[src/rtl/rgb565_run_length_encoder_core_assert.svh]
// assertion macros shared by the rgb565 run-length encoder rtl
`ifndef RGB565_RUN_LENGTH_ENCODER_CORE_ASSERT_SVH
`define RGB565_RUN_LENGTH_ENCODER_CORE_ASSERT_SVH

// same-cycle implication, held off while reset is high
`define RLE565_ASSERT_IMPL(name, clk, rst, ante, cons, msg) \
   name: assert property (@(posedge clk) disable iff (rst) (ante) |-> (cons)) \
      else $error(msg);

// next-cycle implication, held off while reset is high
`define RLE565_ASSERT_NEXT(name, clk, rst, ante, cons, msg) \
   name: assert property (@(posedge clk) disable iff (rst) (ante) |=> (cons)) \
      else $error(msg);

`endif

[src/rtl/rle565_pkg.sv]
// shared types and constants of the rgb565 run-length encoder
`timescale 1ns / 1ps
`default_nettype none

package rle565_pkg;

   localparam int COLOR_W     = 16;
   localparam int LEN_W       = 8;
   localparam int BYTES_W     = 24;
   localparam int REC_BYTES   = 3;
   localparam int QUEUE_DEPTH = 4;
   localparam int QPTR_W      = $clog2(QUEUE_DEPTH);
   localparam int QCNT_W      = $clog2(QUEUE_DEPTH + 1);
   localparam int CSR_DATA_W  = 32;
   localparam int CSR_ADDR_W  = 3;

   // value of paddr[2] that selects output_capacity
   localparam logic CSR_SEL_CAPACITY = 1'b0;

   localparam logic [BYTES_W-1:0] CAPACITY_RESET = '1;

   // one result beat
   typedef struct packed {
      logic [LEN_W-1:0]   len;
      logic [COLOR_W-1:0] color;
      logic               done;
      logic               ovf;
      logic [BYTES_W-1:0] total;
   } rec_type;

   // one queue entry: the results caused by one pixel
   typedef struct packed {
      rec_type rec_a;
      rec_type rec_b;
      logic    two;
   } entry_type;

endpackage

`default_nettype wire

[src/rtl/rgb565_run_length_encoder_core.sv]
// top level of the rgb565 run-length encoder: pixel stream in, run records out.
// pixels enter on req_ at up to one beat per clock; each beat is a 16-bit color
// plus a frame_end flag. runs of equal color, at most MAX_RUN pixels long, are
// reported on rsp_ as one beat per three-byte record (count, color low, color
// high). the last beat of a frame carries frame_done and the frame's byte total,
// or overflow with length and total zero when output_capacity would be passed.
// the front end decides every result in the cycle it accepts a pixel and writes
// them as one entry into a four-entry queue; the back end hands them out one
// beat per clock while rsp_ready allows, from an output register. a pixel that
// both closes a run and ends the frame gives two beats on rsp_, so only the
// rsp_ port's one beat per clock sets the sustained rate. the queue slot and
// then the output register lie between the edge that accepts a pixel and the
// first result it causes. output_capacity sits at byte address 0 of the apb
// port, resets to 0xffffff and should only be changed between frames while no
// beat is in flight.
`timescale 1ns / 1ps
`default_nettype none

module rgb565_run_length_encoder_core #(
   parameter int MAX_RUN = 255
) (
   input  logic                                 clock,
   input  logic                                 reset,
   // pixel channel
   input  logic                                 req_valid,
   output logic                                 req_ready,
   input  logic [rle565_pkg::COLOR_W-1:0]       req_pixel_color,
   input  logic                                 req_frame_end,
   // record channel
   output logic                                 rsp_valid,
   input  logic                                 rsp_ready,
   output logic [rle565_pkg::LEN_W-1:0]         rsp_run_length,
   output logic [rle565_pkg::COLOR_W-1:0]       rsp_run_color,
   output logic                                 rsp_frame_done,
   output logic                                 rsp_overflow,
   output logic [rle565_pkg::BYTES_W-1:0]       rsp_total_bytes,
   // apb register port
   input  logic                                 psel,
   input  logic                                 penable,
   input  logic                                 pwrite,
   input  logic [rle565_pkg::CSR_ADDR_W-1:0]    paddr,
   input  logic [rle565_pkg::CSR_DATA_W-1:0]    pwdata,
   output logic [rle565_pkg::CSR_DATA_W-1:0]    prdata,
   output logic                                 pready
);
   import rle565_pkg::*;

   // register file: only output_capacity
   logic [BYTES_W-1:0] capacity_ff, capacity_in;
   logic               csr_write;
   logic               csr_hit;

   // front/back coupling
   entry_type          push_entry, head_entry;
   logic               q_push, q_pop, q_full, q_empty;
   rec_type            out_rec;

   // beat shape checks
   logic               ovf_beat, ovf_shape_ok;
   logic               mid_beat, mid_shape_ok;

   assign pready    = 1'b1;
   assign csr_hit   = (paddr[CSR_ADDR_W-1] == CSR_SEL_CAPACITY);
   assign csr_write = psel & penable & pwrite & csr_hit;

   // write lands in the access phase, upper byte of pwdata is dropped
   assign capacity_in = csr_write ? pwdata[BYTES_W-1:0] : capacity_ff;

   always_ff @(posedge clock) begin
      if (reset) begin
         capacity_ff <= CAPACITY_RESET;
      end else begin
         capacity_ff <= capacity_in;
      end
   end

   // reads of unmapped addresses return zero
   assign prdata = csr_hit ? {{(CSR_DATA_W-BYTES_W){1'b0}}, capacity_ff} : '0;

   // run tracking and byte accounting, one pixel a cycle while the queue has room
   rle565_front #(
      .MAX_RUN (MAX_RUN)
   ) u_front (
      .clock          (clock),
      .reset          (reset),
      .in_valid       (req_valid),
      .in_ready       (req_ready),
      .in_pixel_color (req_pixel_color),
      .in_frame_end   (req_frame_end),
      .capacity       (capacity_ff),
      .q_full         (q_full),
      .q_push         (q_push),
      .q_entry        (push_entry)
   );

   // absorbs double-result pixels and output stalls
   rle565_queue u_queue (
      .clock      (clock),
      .reset      (reset),
      .push       (q_push),
      .push_entry (push_entry),
      .pop        (q_pop),
      .head_entry (head_entry),
      .full       (q_full),
      .empty      (q_empty)
   );

   // one record beat per clock out of the queue while rsp_ready allows
   rle565_back u_back (
      .clock     (clock),
      .reset     (reset),
      .q_empty   (q_empty),
      .q_head    (head_entry),
      .q_pop     (q_pop),
      .out_valid (rsp_valid),
      .out_ready (rsp_ready),
      .out_rec   (out_rec)
   );

   assign rsp_run_length  = out_rec.len;
   assign rsp_run_color   = out_rec.color;
   assign rsp_frame_done  = out_rec.done;
   assign rsp_overflow    = out_rec.ovf;
   assign rsp_total_bytes = out_rec.total;

   assign ovf_beat     = rsp_valid & rsp_overflow;
   assign ovf_shape_ok = rsp_frame_done && rsp_run_length == '0 && rsp_total_bytes == '0;
   assign mid_beat     = rsp_valid & ~rsp_frame_done;
   assign mid_shape_ok = rsp_run_length != '0 && rsp_total_bytes == '0 && !rsp_overflow;

`include "rgb565_run_length_encoder_core_assert.svh"

   // an overflow beat is always the empty final one
   `RLE565_ASSERT_IMPL(a_ovf_beat_empty, clock, reset, ovf_beat, ovf_shape_ok, "bad overflow beat")
   // mid-frame records hold a real run and no total
   `RLE565_ASSERT_IMPL(a_mid_record_shape, clock, reset, mid_beat, mid_shape_ok, "bad mid record")

endmodule

`default_nettype wire

[src/rtl/rle565_front.sv]
// front end: run tracking, capacity accounting and result formation per pixel
`timescale 1ns / 1ps
`default_nettype none

module rle565_front #(
   parameter int MAX_RUN = 255
) (
   input  logic                              clock,
   input  logic                              reset,
   input  logic                              in_valid,
   output logic                              in_ready,
   input  logic [rle565_pkg::COLOR_W-1:0]    in_pixel_color,
   input  logic                              in_frame_end,
   input  logic [rle565_pkg::BYTES_W-1:0]    capacity,
   input  logic                              q_full,
   output logic                              q_push,
   output rle565_pkg::entry_type             q_entry
);
   import rle565_pkg::*;

   logic               active_ff, active_in;
   logic [COLOR_W-1:0] color_ff, color_in;
   logic [LEN_W-1:0]   count_ff, count_in;
   logic [BYTES_W-1:0] bytes_ff, bytes_in;
   logic               ovf_ff, ovf_in;

   logic               accept;
   logic [BYTES_W:0]   sum_one, sum_two, cap_x;
   logic               fit_one, fit_two, fit_last;
   logic               match, emit_run, rec0;
   logic               ovf_a, last_ok;
   logic [BYTES_W-1:0] bytes_a, total_last;
   logic               active_a;
   logic [COLOR_W-1:0] color_a;
   logic [LEN_W-1:0]   count_a;
   rec_type            run_rec, final_rec;

   assign in_ready = ~q_full;
   assign accept   = in_valid & ~q_full;

   // one record more and two records more, compared side by side
   assign cap_x   = {1'b0, capacity};
   assign sum_one = {1'b0, bytes_ff} + (BYTES_W+1)'(REC_BYTES);
   assign sum_two = {1'b0, bytes_ff} + (BYTES_W+1)'(2 * REC_BYTES);
   assign fit_one = (sum_one <= cap_x);
   assign fit_two = (sum_two <= cap_x);

   assign match    = (in_pixel_color == color_ff) && (count_ff < LEN_W'(MAX_RUN));
   assign emit_run = ~ovf_ff & active_ff & ~match;
   assign rec0     = emit_run & fit_one;
   assign ovf_a    = ovf_ff | (emit_run & ~fit_one);
   assign bytes_a  = rec0 ? sum_one[BYTES_W-1:0] : bytes_ff;

   assign fit_last   = rec0 ? fit_two : fit_one;
   assign total_last = rec0 ? sum_two[BYTES_W-1:0] : sum_one[BYTES_W-1:0];
   assign last_ok    = ~ovf_a & fit_last;

   always_comb begin
      active_a = active_ff;
      color_a  = color_ff;
      count_a  = count_ff;
      if (!ovf_ff) begin
         active_a = 1'b1;
         if (active_ff && match) begin
            count_a = count_ff + LEN_W'(1);
         end else begin
            color_a = in_pixel_color;
            count_a = LEN_W'(1);
         end
      end
   end

   always_comb begin
      run_rec.len   = count_ff;
      run_rec.color = color_ff;
      run_rec.done  = 1'b0;
      run_rec.ovf   = 1'b0;
      run_rec.total = '0;
      if (last_ok) begin
         final_rec.len   = count_a;
         final_rec.color = color_a;
         final_rec.done  = 1'b1;
         final_rec.ovf   = 1'b0;
         final_rec.total = total_last;
      end else begin
         final_rec.len   = '0;
         final_rec.color = '0;
         final_rec.done  = 1'b1;
         final_rec.ovf   = 1'b1;
         final_rec.total = '0;
      end
   end

   always_comb begin
      if (rec0) begin
         q_entry.rec_a = run_rec;
         q_entry.rec_b = final_rec;
         q_entry.two   = in_frame_end;
      end else begin
         q_entry.rec_a = final_rec;
         q_entry.rec_b = final_rec;
         q_entry.two   = 1'b0;
      end
   end

   assign q_push = accept & (rec0 | in_frame_end);

   always_comb begin
      active_in = active_ff;
      color_in  = color_ff;
      count_in  = count_ff;
      bytes_in  = bytes_ff;
      ovf_in    = ovf_ff;
      if (accept) begin
         if (in_frame_end) begin
            active_in = 1'b0;
            color_in  = '0;
            count_in  = '0;
            bytes_in  = '0;
            ovf_in    = 1'b0;
         end else begin
            active_in = active_a;
            color_in  = color_a;
            count_in  = count_a;
            bytes_in  = bytes_a;
            ovf_in    = ovf_a;
         end
      end
   end

   always_ff @(posedge clock) begin
      if (reset) begin
         active_ff <= 1'b0;
         color_ff  <= '0;
         count_ff  <= '0;
         bytes_ff  <= '0;
         ovf_ff    <= 1'b0;
      end else begin
         active_ff <= active_in;
         color_ff  <= color_in;
         count_ff  <= count_in;
         bytes_ff  <= bytes_in;
         ovf_ff    <= ovf_in;
      end
   end

`include "rgb565_run_length_encoder_core_assert.svh"

   `RLE565_ASSERT_NEXT(a_frame_end_clears, clock, reset, accept && in_frame_end, !active_ff && bytes_ff == '0 && !ovf_ff, "frame state not cleared after frame end")

endmodule

`default_nettype wire

[src/rtl/rle565_queue.sv]
// short entry queue between the front end and the result side
`timescale 1ns / 1ps
`default_nettype none

module rle565_queue (
   input  logic                  clock,
   input  logic                  reset,
   input  logic                  push,
   input  rle565_pkg::entry_type push_entry,
   input  logic                  pop,
   output rle565_pkg::entry_type head_entry,
   output logic                  full,
   output logic                  empty
);
   import rle565_pkg::*;

   entry_type         slot_ff [QUEUE_DEPTH];
   logic [QPTR_W-1:0] wr_ptr_ff, wr_ptr_in;
   logic [QPTR_W-1:0] rd_ptr_ff, rd_ptr_in;
   logic [QCNT_W-1:0] count_ff, count_in;

   assign full       = (count_ff == QCNT_W'(QUEUE_DEPTH));
   assign empty      = (count_ff == '0);
   assign head_entry = slot_ff[rd_ptr_ff];

   always_comb begin
      wr_ptr_in = push ? QPTR_W'((int'(wr_ptr_ff) + 1) % QUEUE_DEPTH) : wr_ptr_ff;
      rd_ptr_in = pop  ? QPTR_W'((int'(rd_ptr_ff) + 1) % QUEUE_DEPTH) : rd_ptr_ff;
      count_in  = count_ff;
      if (push && !pop) begin
         count_in = count_ff + QCNT_W'(1);
      end else if (pop && !push) begin
         count_in = count_ff - QCNT_W'(1);
      end
   end

   always_ff @(posedge clock) begin
      if (push) begin
         slot_ff[wr_ptr_ff] <= push_entry;
      end
   end

   always_ff @(posedge clock) begin
      if (reset) begin
         wr_ptr_ff <= '0;
         rd_ptr_ff <= '0;
         count_ff  <= '0;
      end else begin
         wr_ptr_ff <= wr_ptr_in;
         rd_ptr_ff <= rd_ptr_in;
         count_ff  <= count_in;
      end
   end

`include "rgb565_run_length_encoder_core_assert.svh"

   `RLE565_ASSERT_IMPL(a_no_push_when_full, clock, reset, push, !full, "queue written while full")
   `RLE565_ASSERT_IMPL(a_no_pop_when_empty, clock, reset, pop, !empty, "queue read while empty")

endmodule

`default_nettype wire

[src/rtl/rle565_back.sv]
// result side: unpacks queue entries into single result beats
`timescale 1ns / 1ps
`default_nettype none

module rle565_back (
   input  logic                  clock,
   input  logic                  reset,
   input  logic                  q_empty,
   input  rle565_pkg::entry_type q_head,
   output logic                  q_pop,
   output logic                  out_valid,
   input  logic                  out_ready,
   output rle565_pkg::rec_type   out_rec
);
   import rle565_pkg::*;

   logic    valid_ff, valid_in;
   logic    pend_ff, pend_in;
   rec_type rec_ff, rec_in;
   rec_type pend_rec_ff, pend_rec_in;
   logic    load;

   // output slot is free or its beat leaves this cycle
   assign load  = ~valid_ff | out_ready;
   assign q_pop = load & ~pend_ff & ~q_empty;

   always_comb begin
      valid_in    = valid_ff;
      pend_in     = pend_ff;
      rec_in      = rec_ff;
      pend_rec_in = pend_rec_ff;
      if (load) begin
         if (pend_ff) begin
            rec_in   = pend_rec_ff;
            pend_in  = 1'b0;
            valid_in = 1'b1;
         end else if (!q_empty) begin
            rec_in      = q_head.rec_a;
            pend_rec_in = q_head.rec_b;
            pend_in     = q_head.two;
            valid_in    = 1'b1;
         end else begin
            valid_in = 1'b0;
         end
      end
   end

   always_ff @(posedge clock) begin
      rec_ff      <= rec_in;
      pend_rec_ff <= pend_rec_in;
   end

   always_ff @(posedge clock) begin
      if (reset) begin
         valid_ff <= 1'b0;
         pend_ff  <= 1'b0;
      end else begin
         valid_ff <= valid_in;
         pend_ff  <= pend_in;
      end
   end

   assign out_valid = valid_ff;
   assign out_rec   = rec_ff;

`include "rgb565_run_length_encoder_core_assert.svh"

   `RLE565_ASSERT_IMPL(a_pend_needs_valid, clock, reset, pend_ff, valid_ff, "second result pending without a first one shown")

endmodule

`default_nettype wire

[config.mk]
export PLATFORM = sky130hd
export DESIGN_NAME = rgb565_run_length_encoder_core
export DESIGN_NICKNAME = d
export VERILOG_FILES = /design/src/rtl/rle565_pkg.sv /design/src/rtl/rgb565_run_length_encoder_core.sv /design/src/rtl/rle565_front.sv /design/src/rtl/rle565_queue.sv /design/src/rtl/rle565_back.sv
export VERILOG_INCLUDE_DIRS = /design/src /design/src/rtl
export SDC_FILE = /design/constraint.sdc
export NUM_CORES = 1
export LEC_CHECK = 0
export ABC_AREA = 1
export ABC_CLOCK_PERIOD_IN_PS = 13400
export BUFFER_PORTS_ARGS = -buffer_cell sky130_fd_sc_hd__buf_2
export CORE_MARGIN = 2
export CORE_UTILIZATION = 65
export CTS_CLUSTER_DIAMETER = 60
export CTS_CLUSTER_SIZE = 40
export DETAILED_ROUTE_END_ITERATION = 10
export PLACE_DENSITY = 0.84
export SYNTH_ARGS = -nofsm -noshare
export SYNTH_HDL_FRONTEND = slang
export SYNTH_SLANG_ARGS = --single-unit
[constraint.sdc]
create_clock -name clock -period 13.4 [get_ports clock]
set_input_delay 2.01 -clock clock [delete_from_list [all_inputs] [get_ports clock]]
set_output_delay 2.01 -clock clock [all_outputs]
set_load 0.01 [all_outputs]
# After elaboration in Yosys (flattened, before gate mapping)
# Memory sizes are Yosys's and may differ from the RTL's. A register that Yosys moved wholly into a read port is not among the register bits.
# Cells that the tools add are included.
# W data, S select, Z words.
[word_totals] output_inout_bits=85 wordCells=101 n_memories=1 mem_bits_rw=404 in_bits=59 reg_bits=183
[classes] reduce_logical=13 eq_ne=4 magnitude_cmp=3 mux=28 n_bitwise=24 n_addsub=7
[mem_list] name="u_queue.slot_ff" words=4 width=101 rd=1 rd_clocked_by_memory_dff=1 write_ports=1 line_no="rle565_queue.sv:17" text="entry_type slot_ff [QUEUE_DEPTH];"
[op_table] operator="$mux W50" count=3
[op_table] operator="$mux W101" count=1
[op_table] operator="$mux W24" count=4
[op_table] operator="$le A25 B24 Y1" count=2
[op_table] operator="$mux W16" count=3
[op_table] operator="$add A24 B2 Y25 const B" count=1
[op_table] operator="$add A24 B3 Y25 const B" count=1
[op_table] operator="$mux W8" count=3
[op_table] operator="$eq A16 B16 Y1" count=1
[op_table] operator="$and A1 B1 Y1" count=12
[op_table] operator="$mux W1" count=10
[op_table] operator="$not A1 Y1" count=9
[op_table] operator="$add A8 B1 Y8 const B" count=1
[op_table] operator="$lt A8 B8 Y1 const B" count=1
[op_table] operator="$mux W3" count=2
[op_table] operator="$reduce_and A2 Y1" count=3
[op_table] operator="$add A2 B1 Y2 const B" count=2
[op_table] operator="$logic_and A1 B1 Y1" count=4
[op_table] operator="$mux W2" count=2
[op_table] operator="$ne A2 B2 Y1 const B" count=2
[op_table] operator="$reduce_bool A2 Y1" count=2
[op_table] operator="$add A3 B1 Y3 const B" count=1
[op_table] operator="$eq A3 B3 Y1 const B" count=1
[op_table] operator="$logic_not A3 Y1" count=1
[op_table] operator="other kinds (4)" count=7

# Logic depth before layout (Yosys ltp)
# Gate-level depths: netlist of the first run.
[depth] depth_word=11 depth_mapped=27 depth_no_buf=27

# Hierarchy
# Synthesis of the first run repeated with hierarchy kept, for this count alone.
[hier_totals] hier_cells=2422 area_unflattened_um2=26947.1
[modules_own_cells] mod="rle565_queue" seq_area_each_um2=12311.8 n_inst=1 area_per_inst_um2=16213.0 cells_per_inst=1035
[modules_own_cells] mod="rle565_front" seq_area_each_um2=1001.0 n_inst=1 area_per_inst_um2=5768.0 cells_per_inst=938
[modules_own_cells] mod="rle565_back" seq_area_each_um2=3042.9 n_inst=1 area_per_inst_um2=3777.4 cells_per_inst=277
[modules_own_cells] mod="rgb565_run_length_encoder_core" seq_area_each_um2=480.5 n_inst=1 area_per_inst_um2=1188.6 cells_per_inst=172

# Worst setup path before layout of the first run
# Ideal clock, no wire load.
[synth_timing] path_type="reg2reg" startpoint="register u_front.bytes_ff[1]" endpoint="memory u_queue.slot_ff[0][0] (netlist name), enable pin" period_less_slack_ns=7.771 setup_time_ns=0.559 stages_incl_launch_ff=21 slack_ns=5.629 arrival_ns=7.212 t_required_ns=12.841 path_buffers=0 cell_sequence="dfxtp_1 > inv_1 > ha_1 > a21oi_1 > or2_2 > nor2_1 > nand2_1 > nor2_1 > xor2_1 > inv_1 > ha_1 > nand2_1 > nor2_1 > nand3_1 > nor4_1 > nand3_1 > nand2_4 > nand3_2 > nand2_1 > inv_1 > nor2_1"
[synth_via] elab_chain_cells=7
[synth_lines] item="from (decl)" line_no="rle565_front.sv:24" text="logic [BYTES_W-1:0] bytes_ff, bytes_in;"
[synth_lines] item="from (signal assigned)" line_no="rle565_front.sv:142" text="bytes_ff <= bytes_in;"
[synth_lines] item="$add A24 B2 Y25" line_no="rle565_front.sv:43" text="assign sum_one = {1'b0, bytes_ff} + (BYTES_W+1)'(REC_BYTES);"
[synth_lines] item="$le A25 B24 Y1" line_no="rle565_front.sv:45" text="assign fit_one = (sum_one <= cap_x);"
[synth_lines] item="$and A1 B1 Y1" line_no="rle565_front.sv:50" text="assign rec0 = emit_run & fit_one;"
[synth_lines] item="$or A1 B1 Y1" line_no="rle565_front.sv:106" text="assign q_push = accept & (rec0 | in_frame_end);"
[synth_lines] item="$and A1 B1 Y1" line_no="rle565_front.sv:106"
[synth_lines] item="named net q_push" line_no="rgb565_run_length_encoder_core.sv:55" text="logic q_push, q_pop, q_full, q_empty;"
[synth_lines] item="$mux W1" line_no="rle565_queue.sv:38" text="if (push) begin"
[synth_lines] item="$mux W1 (implied by the code)" line_no="rle565_queue.sv:39" text="slot_ff[wr_ptr_ff] <= push_entry;"
[synth_lines] item="to (decl)" line_no="rle565_queue.sv:17"
# The timed path passes the listed nets, and every way through them passes these cells.

# Worst setup path after layout of the first run
[layout_timing] startpoint="register u_front.bytes_ff[2]" endpoint="memory u_queue.slot_ff[1][25] (netlist name), enable pin"
# Same word-level chain as after synthesis.

==> results of run 1 <==
[cells in the final DEF (no fill, tap or decap), types with 4 or more instances in the layout]
cell	instances
edfxtp_1	499
nor2_1	454
nand2_1	311
o21ai_0	232
buf_2	124
inv_1	121
a21oi_1	99
dfxtp_1	83
nand3_1	62
ha_1	58
o22ai_1	52
a31oi_1	49
xor2_1	41
clkbuf_16	37
nor3_1	27
o211ai_1	25
buf_4	22
xnor2_1	19
inv_2	17
nand3_2	12
nand4_1	12
conb_1	9
nor2_4	8
inv_6	8
nor2_2	6
clkinv_8	5
nand2_2	4
nand2_4	4
o21ai_1	4
[logic make-up (layout without fill, tap and decap cells)]
logic type | after synthesis | count (layout) | synth area share
AO/OA/AOI/OAI | 469 | 469 | 0.101
XOR/XNOR | 60 | 60 | 0.0206
adder cells (fa/ha/maj) | 59 | 59 | 0.0293
buffers and inverters | 281 | 351 | 0.0464
flip-flops | 584 | 584 | 0.655
multiplexers | 1 | 1 | 0.000393
other | 2 | 9 | 0.000295
AND/OR/NAND/NOR | 913 | 913 | 0.148
[metal layers]
metal / vias up / part of all wire / GRT usage
li1: 8311 / - / -
met1: 8531 / 0.38 / 0.397
met2: 1050 / 0.48 / 0.475
met3: 121 / 0.11 / 0.0645
met4: 2 / 0.026 / 0.110
met5: - / 0.00022 / 0
[worst min-delay path, stage by stage, from the launching register on]
cell	delay, ps
dfxtp_1	310
inv_1	60
a21oi_1	70
[cells in the mapped netlist, drive strengths merged, types with 52 or more instances]
cell | instances | area (um^2)
buf | 53 | 324
clkbuf | 86 | 324
edfxtp | 499 | 15000
a21oi | 100 | 512
nand2 | 319 | 1240
nand3 | 74 | 430
ha | 58 | 726
nor2 | 468 | 1790
o21ai | 236 | 1180
o22ai | 52 | 325
inv | 139 | 522
dfxtp | 85 | 1700
[worst paths after layout]
check / start / endpoint / depth (start not counted)
max: u_front.bytes_ff[2] / u_queue.slot_ff[1][25] / 21
min reg2reg: u_queue.rd_ptr_ff[1] / flip-flop / 2
max reg2reg: u_front.bytes_ff[2] / u_queue.slot_ff[1][25] / 21
min: u_queue.rd_ptr_ff[1] / flip-flop / 2
[power groups by stage]
stage,Sequential (W),Clock (W),Combinational (W)
global placement,0.00252,0,0.00112
global route,0.00251,0.00126,0.00131
finish,0.00248,0.00119,0.00119
detailed placement,0.00252,0,0.00118
CTS,0.00248,0.00120,0.00118
floorplan,0.00256,0,0.000730
[state kept, by name (all words and copies together) (netlist names), 2 cells and up, named ones only]
register / count
u_front.color_ff: 16
u_back.pend_rec_ff: 49
capacity_ff: 24
u_queue.slot_ff: 400
u_front.bytes_ff: 24
u_front.count_ff: 8
u_queue.count_ff: 3
u_queue.wr_ptr_ff: 2
u_back.out_rec: 50
u_queue.rd_ptr_ff: 2
[per-stage QoR]
stage | cell area, um^2 | setup slack, ps
after global routing | 27600 | 6050
after CTS | 27600 | 6530
after floorplan | 25500 | 5630
final | 27600 | 6450
after detailed placement | 26400 | 6570
after global placement | 26400 | 6600
[cell type report]
type                       count  area (um^2)  area share
clock inverter                23          277      0.0100
multi-input combinational   1511         7690       0.279
inverter                     142          537      0.0195
sequential                   584        16700       0.606
tap                          518          648      0.0235
clock buffer                  40          937      0.0340
timing repair buffer         146          786      0.0285
==> results.md, run 1 <==
- Outcome: completed
- CTS root buf: clkbuf_16
- Max-slew violation count: 0
- Die Height: 202 um
- CTS hold repair buffers: 0
- Fill count: 2,547
- Tot GR Track Use: 0.295
- Hold Crit Class: flip-flop to flip-flop
- Initial antenna violation count: 1
- Final wirelength: 59,600 um
- Setup Viol. Count Final: 0
- Async set-reset flop share out of synthesis: 0
- Die width: 202 um
- Largest net degree at the start of global routing: 106
- RSZ-0062 raised after global routing: false
- Post-layout util: 0.713
- Htree depth: 2
- I/O pin total: 144
- Final worst-path cycle share: 0.518
- Psw: 0.00161 W
- Critical path launch point type: flip-flop
- Static Leak: 10.4 nW
- Final hold slack: 470 ps
- Worst Tran Pin Value: 1050 ps
- CP Class: flip-flop to flip-flop
- RD Place Congestion: 0.948
- Final Hold Fails: 0
- Clock sink total: 584
- Internal reg-to-reg setup slack: 6450 ps
- Max-cap viol count: 0
- Clock share of power: 0.244
- Worst path max stage delay: 770 ps
- WP data required: 13,590 ps
- Die area: 40,800 um^2
- Layout cell share with drive strength beyond 1: 0.109
- Drt drc: 0
- Mapped Area: 25,500 um^2
- Post-CTS Setup Bufs: 0
- Int Pwr: 0.00325 W
- Synthesized area per cell: 10.8 um^2
- Worst EP arrival: 7140 ps
- Core area: 38,600 um^2
- P&R area growth vs syn: 8.15%
- Crit-path cells: ha_1 > a21oi_1 > or2_2 > nor2_1 > nand2_1 > nor2_1 > xor2_1 > inv_1 > ha_1 > nand2_1 > nor2_1 > nand3_1 > nor4_1 > nand3_1 > nand2_4 > nand3_2 > nand2_1 > inv_1 > nor2_4 > buf_4 > buf_4
- Crit path time final: 6950 ps
- WL/cell: 20.1 um
- Initial DRC Count: 2,274
- Final Non-Filler Cells: 2,964
- Clock slew seen by the registers of the worst setup and hold paths: 90 ps
- Synth warnings: 0
- Total power: 0.00486 W
- Number of diodes: 0
- Post-DR vias/cell: 6.08
- Comb pwr share: 0.245
- Pre-antenna DRT Iters: 8
- Dpl hpwl: 35,900 um
- CP Capture Type: flip-flop
- Port buffer count: 124
- Setup_tns: 0 ps
- Crit Path Max Fanout: 51
- Number of synthesized flops with an enable pin: 499
- First-pass GRT wire length: 93,100 um
- FP Rows: 72
- Worst path bufs/invs: 4
- Mapped Cells: 2,369
- Slowest cell on crit path: buf_4
- FMAX: 0.144 GHz
- Final #Nets: 2,538
- Max Root-Sink Buffers: 3
- Final clock skew: 22.7 ps
- Vias in the first global route: 17,500
- Cell family with most CP delay: simple AND/OR/NAND/NOR gates
- Seq/Total Area, Yosys: 0.655
- CTS Buf Count: 35
- PostCTS Resize Cnt: 0
- Initial Util: 0.660
- Placed cell count: 2,901
- Cell Pwr Density: 176 nW/um^2
- Clk Latency, worst-skew pair: 580 ps
- Worst ir drop on vdd: 0.126 mV
- Yosys cell types: 49
- Post-synth top flop: edfxtp_1
- CTS tree: done
- Relative slew margins: 0.299
- Sequential share of power: 0.511
- DR vias: 18,000
- FF+latch count, synth: 584
- Antenna-violating nets left: 0
- Switching share of power: 0.331
- GR Overflow Total: 0
No activity file was read; power rests on OpenSTA's default activity.
==> run 2, diff against run 1 <==
--- a/config.mk
+++ b/config.mk
@@ -7,14 +7,14 @@
 export NUM_CORES = 1
 export LEC_CHECK = 0
 export ABC_AREA = 1
-export ABC_CLOCK_PERIOD_IN_PS = 13400
+export ABC_CLOCK_PERIOD_IN_PS = 6200
 export BUFFER_PORTS_ARGS = -buffer_cell sky130_fd_sc_hd__buf_2
 export CORE_MARGIN = 2
-export CORE_UTILIZATION = 65
+export CORE_UTILIZATION = 55
 export CTS_CLUSTER_DIAMETER = 60
 export CTS_CLUSTER_SIZE = 40
 export DETAILED_ROUTE_END_ITERATION = 10
-export PLACE_DENSITY = 0.84
+export PLACE_DENSITY = 0.76
 export SYNTH_ARGS = -nofsm -noshare
 export SYNTH_HDL_FRONTEND = slang
 export SYNTH_SLANG_ARGS = --single-unit
==> constraint.sdc (replaced) <==
create_clock -name clock -period 6.2 [get_ports clock]
set_input_delay 0.93 -clock clock [delete_from_list [all_inputs] [get_ports clock]]
set_output_delay 0.93 -clock clock [all_outputs]
set_load 0.01 [all_outputs]
==> results.md, run 2 (synthesis gave the netlist of run 1 again) <==
- Max reg flops: 400 (unchanged)
- P&R area growth vs syn: 9.31% (was 8.15%)
- Crit Path Max Fanout: 36 (was 51)
- Setup Viol. Count Final: 0 (unchanged)
- Post-DR vias/cell: 5.75 (was 6.08)
- Tot GR Track Use: 0.251 (was 0.295)
- Vias in the first global route: 16,800 (was 17,500)
- Most frequent cells in the layout: 499 x edfxtp_1, 454 x nor2_1, 311 x nand2_1 (unchanged)
- Final #Nets: 2,548 (was 2,538)
- Met3 Resource Use GR: 0.0424 (was 0.0645)
- Dpl hpwl: 36,400 um (was 35,900 um)
- Crit path time final: 5180 ps (was 6950 ps)
- CTS tree: done (unchanged)
- DR vias: 17,600 (was 18,000)
- Met1 Track Usage GR: 0.347 (was 0.397)
- Max-cap viol count: 0 (unchanged)
- Psw: 0.00348 W (was 0.00161 W)
- Clock sink total: 584 (unchanged)
- Layout cell share with drive strength beyond 1: 0.114 (was 0.109)
- Sequential share of power: 0.507 (was 0.511)
- CP Capture Type: flip-flop (unchanged)
- Register with the most flip-flops: u_queue.slot_ff (unchanged)
- Pre-antenna DRT Iters: 6 (was 8)
- Hold Crit Class: flip-flop to flip-flop (unchanged)
- Final Hold Fails: 0 (unchanged)
- GR Overflow Total: 0 (unchanged)
- CTS Buf Count: 35 (unchanged)
- Reg-to-reg startpoint: u_front.bytes_ff[1] (was u_front.bytes_ff[2])
- Relative slew margins: 0.220 (was 0.299)
- Largest net degree at the start of global routing: 124 (was 106)
- Hold path depth: 2 (unchanged)
- PostCTS Resize Cnt: 0 (unchanged)
- WL/cell: 19.7 um (was 20.1 um)
- Static Leak: 10.5 nW (was 10.4 nW)
- Antenna-violating nets left: 0 (unchanged)
- Final worst-path cycle share: 0.836 (was 0.518)
- Clock share of power: 0.249 (was 0.244)
- FMAX: 0.193 GHz (was 0.144 GHz)
- Switching share of power: 0.328 (was 0.331)
- Worst EP arrival: 5380 ps (was 7140 ps)
- Worst Tran Pin Value: 1170 ps (was 1050 ps)
- FF-to-FF End: u_queue.slot_ff[1][14] (was u_queue.slot_ff[1][25])
- Die Height: 219 um (was 202 um)
- Total power: 0.0106 W (was 0.00486 W)
- Number of diodes: 0 (unchanged)
- Port buffer count: 124 (unchanged)
- CTS hold repair buffers: 0 (unchanged)
- Leading cell type in the layout, fill and taps excluded: edfxtp_1 (unchanged)
- Initial Util: 0.559 (was 0.660)
- Max Root-Sink Buffers: 3 (unchanged)
- Drt drc: 0 (unchanged)
- Hold path startpoint: u_queue.rd_ptr_ff[1] (unchanged)
- CP Class: flip-flop to flip-flop (unchanged)
- Clk Latency, worst-skew pair: 590 ps (was 580 ps)
- Post-CTS Setup Bufs: 0 (unchanged)
- I/O pin total: 144 (unchanged)
- Int Pwr: 0.00713 W (was 0.00325 W)
- Grt met2 use: 0.410 (was 0.475)
- Critical path launch point type: flip-flop (unchanged)
- Initial DRC Count: 1,620 (was 2,274)
- Htree depth: 2 (unchanged)
- WP data required: 6400 ps (was 13,590 ps)
- Die area: 48,100 um^2 (was 40,800 um^2)
- Cell Pwr Density: 381 nW/um^2 (was 176 nW/um^2)
- Reg2reg path depth: 22 (was 21)
- Worst ir drop on vdd: 0.274 mV (was 0.126 mV)
- Final wirelength: 60,200 um (was 59,600 um)
- GRT busiest layer: met2 (unchanged)
- Clock slew seen by the registers of the worst setup and hold paths: 80 ps (was 90 ps)
- Setup_tns: 0 ps (unchanged)
- FP Rows: 78 (was 72)
- Core area: 45,600 um^2 (was 38,600 um^2)
- Comb pwr share: 0.245 (about the same)
- Initial antenna violation count: 3 (was 1)
- Internal reg-to-reg setup slack: 1020 ps (was 6450 ps)
- Max-slew violation count: 0 (unchanged)
- Outcome: completed (unchanged)
- Final Non-Filler Cells: 3,056 (was 2,964)
- Final clock skew: 39.5 ps (was 22.7 ps)
- RD Place Congestion: 0.865 (was 0.948)
- Placed cell count: 2,993 (was 2,901)
- CTS root buf: clkbuf_16 (unchanged)
- Die width: 219 um (was 202 um)
- First-pass GRT wire length: 92,100 um (was 93,100 um)
- RSZ-0062 raised after global routing: false (unchanged)
run 2: how the worst max path moves through the flow:
stage                             endpoint  cells after the start  slack, ps                 from
floorplan            u_queue.slot_ff[0][0]                     20      -1570  u_front.bytes_ff[1]
global placement    u_queue.slot_ff[1][61]                     22       1110  u_front.bytes_ff[1]
detailed placement  u_queue.slot_ff[1][61]                     22       1010  u_front.bytes_ff[1]
CTS                 u_queue.slot_ff[1][14]                     22        990  u_front.bytes_ff[1]
global route        u_queue.slot_ff[1][14]                     22        490  u_front.bytes_ff[1]
finish              u_queue.slot_ff[1][14]                     22       1020  u_front.bytes_ff[1]
run 2: power by group through the flow:
stage	Sequential, W	Clock (W)	Combinational [W]
after floorplan	0.00553	0	0.00158
after global placement	0.00545	0	0.00249
after detailed placement	0.00546	0	0.00259
after CTS	0.00538	0.00267	0.00260
after global routing	0.00543	0.00280	0.00286
final	0.00538	0.00264	0.00260
run 2: area by class of cell:
class	instances	area (um^2)
inverters	142	537
repair buffers	156	936
fillers	3451	17700
clock buffers	39	953
well taps	600	751
clock inverters	24	302
multi-input cells	1511	7690
flip-flops and latches	584	16700
run 2: critical path, stage by stage, from the launching register on:
cell,delay [ps]
dfxtp_1,350
inv_1,250
ha_1,210
a21oi_1,120
or2_2,320
nor2_1,280
nand2_1,140
nor2_1,170
xor2_1,220
inv_1,160
ha_1,300
nand2_1,50
nor2_1,270
nand3_1,120
nor4_1,180
nand3_1,160
nand2_4,150
nand3_2,70
buf_4,240
nand2_1,160
inv_1,210
nor2_4,180
buf_4,500
run 2: routing by layer:
metal	wire length (um)	vias to the layer above	part of all wire
met1	25400	8397	0.42
met4	1390	6	0.023
met2	28400	740	0.47
met5	31	-	0.00052
met3	4940	108	0.082
li1	-	8310	-
run 2: stage by stage:
stage          setup slack (ps)   util  hold slack [ps]  instance area (um^2)
3_5_place_dp               1010  0.584              454                 26600
3_3_place_gp               1110  0.584              440                 26600
5_1_grt                     489  0.611              498                 27900
6_report                   1020  0.611              466                 27900
4_1_cts                     994  0.611              466                 27900
2_1_floorplan             -1570      -              436                 25500
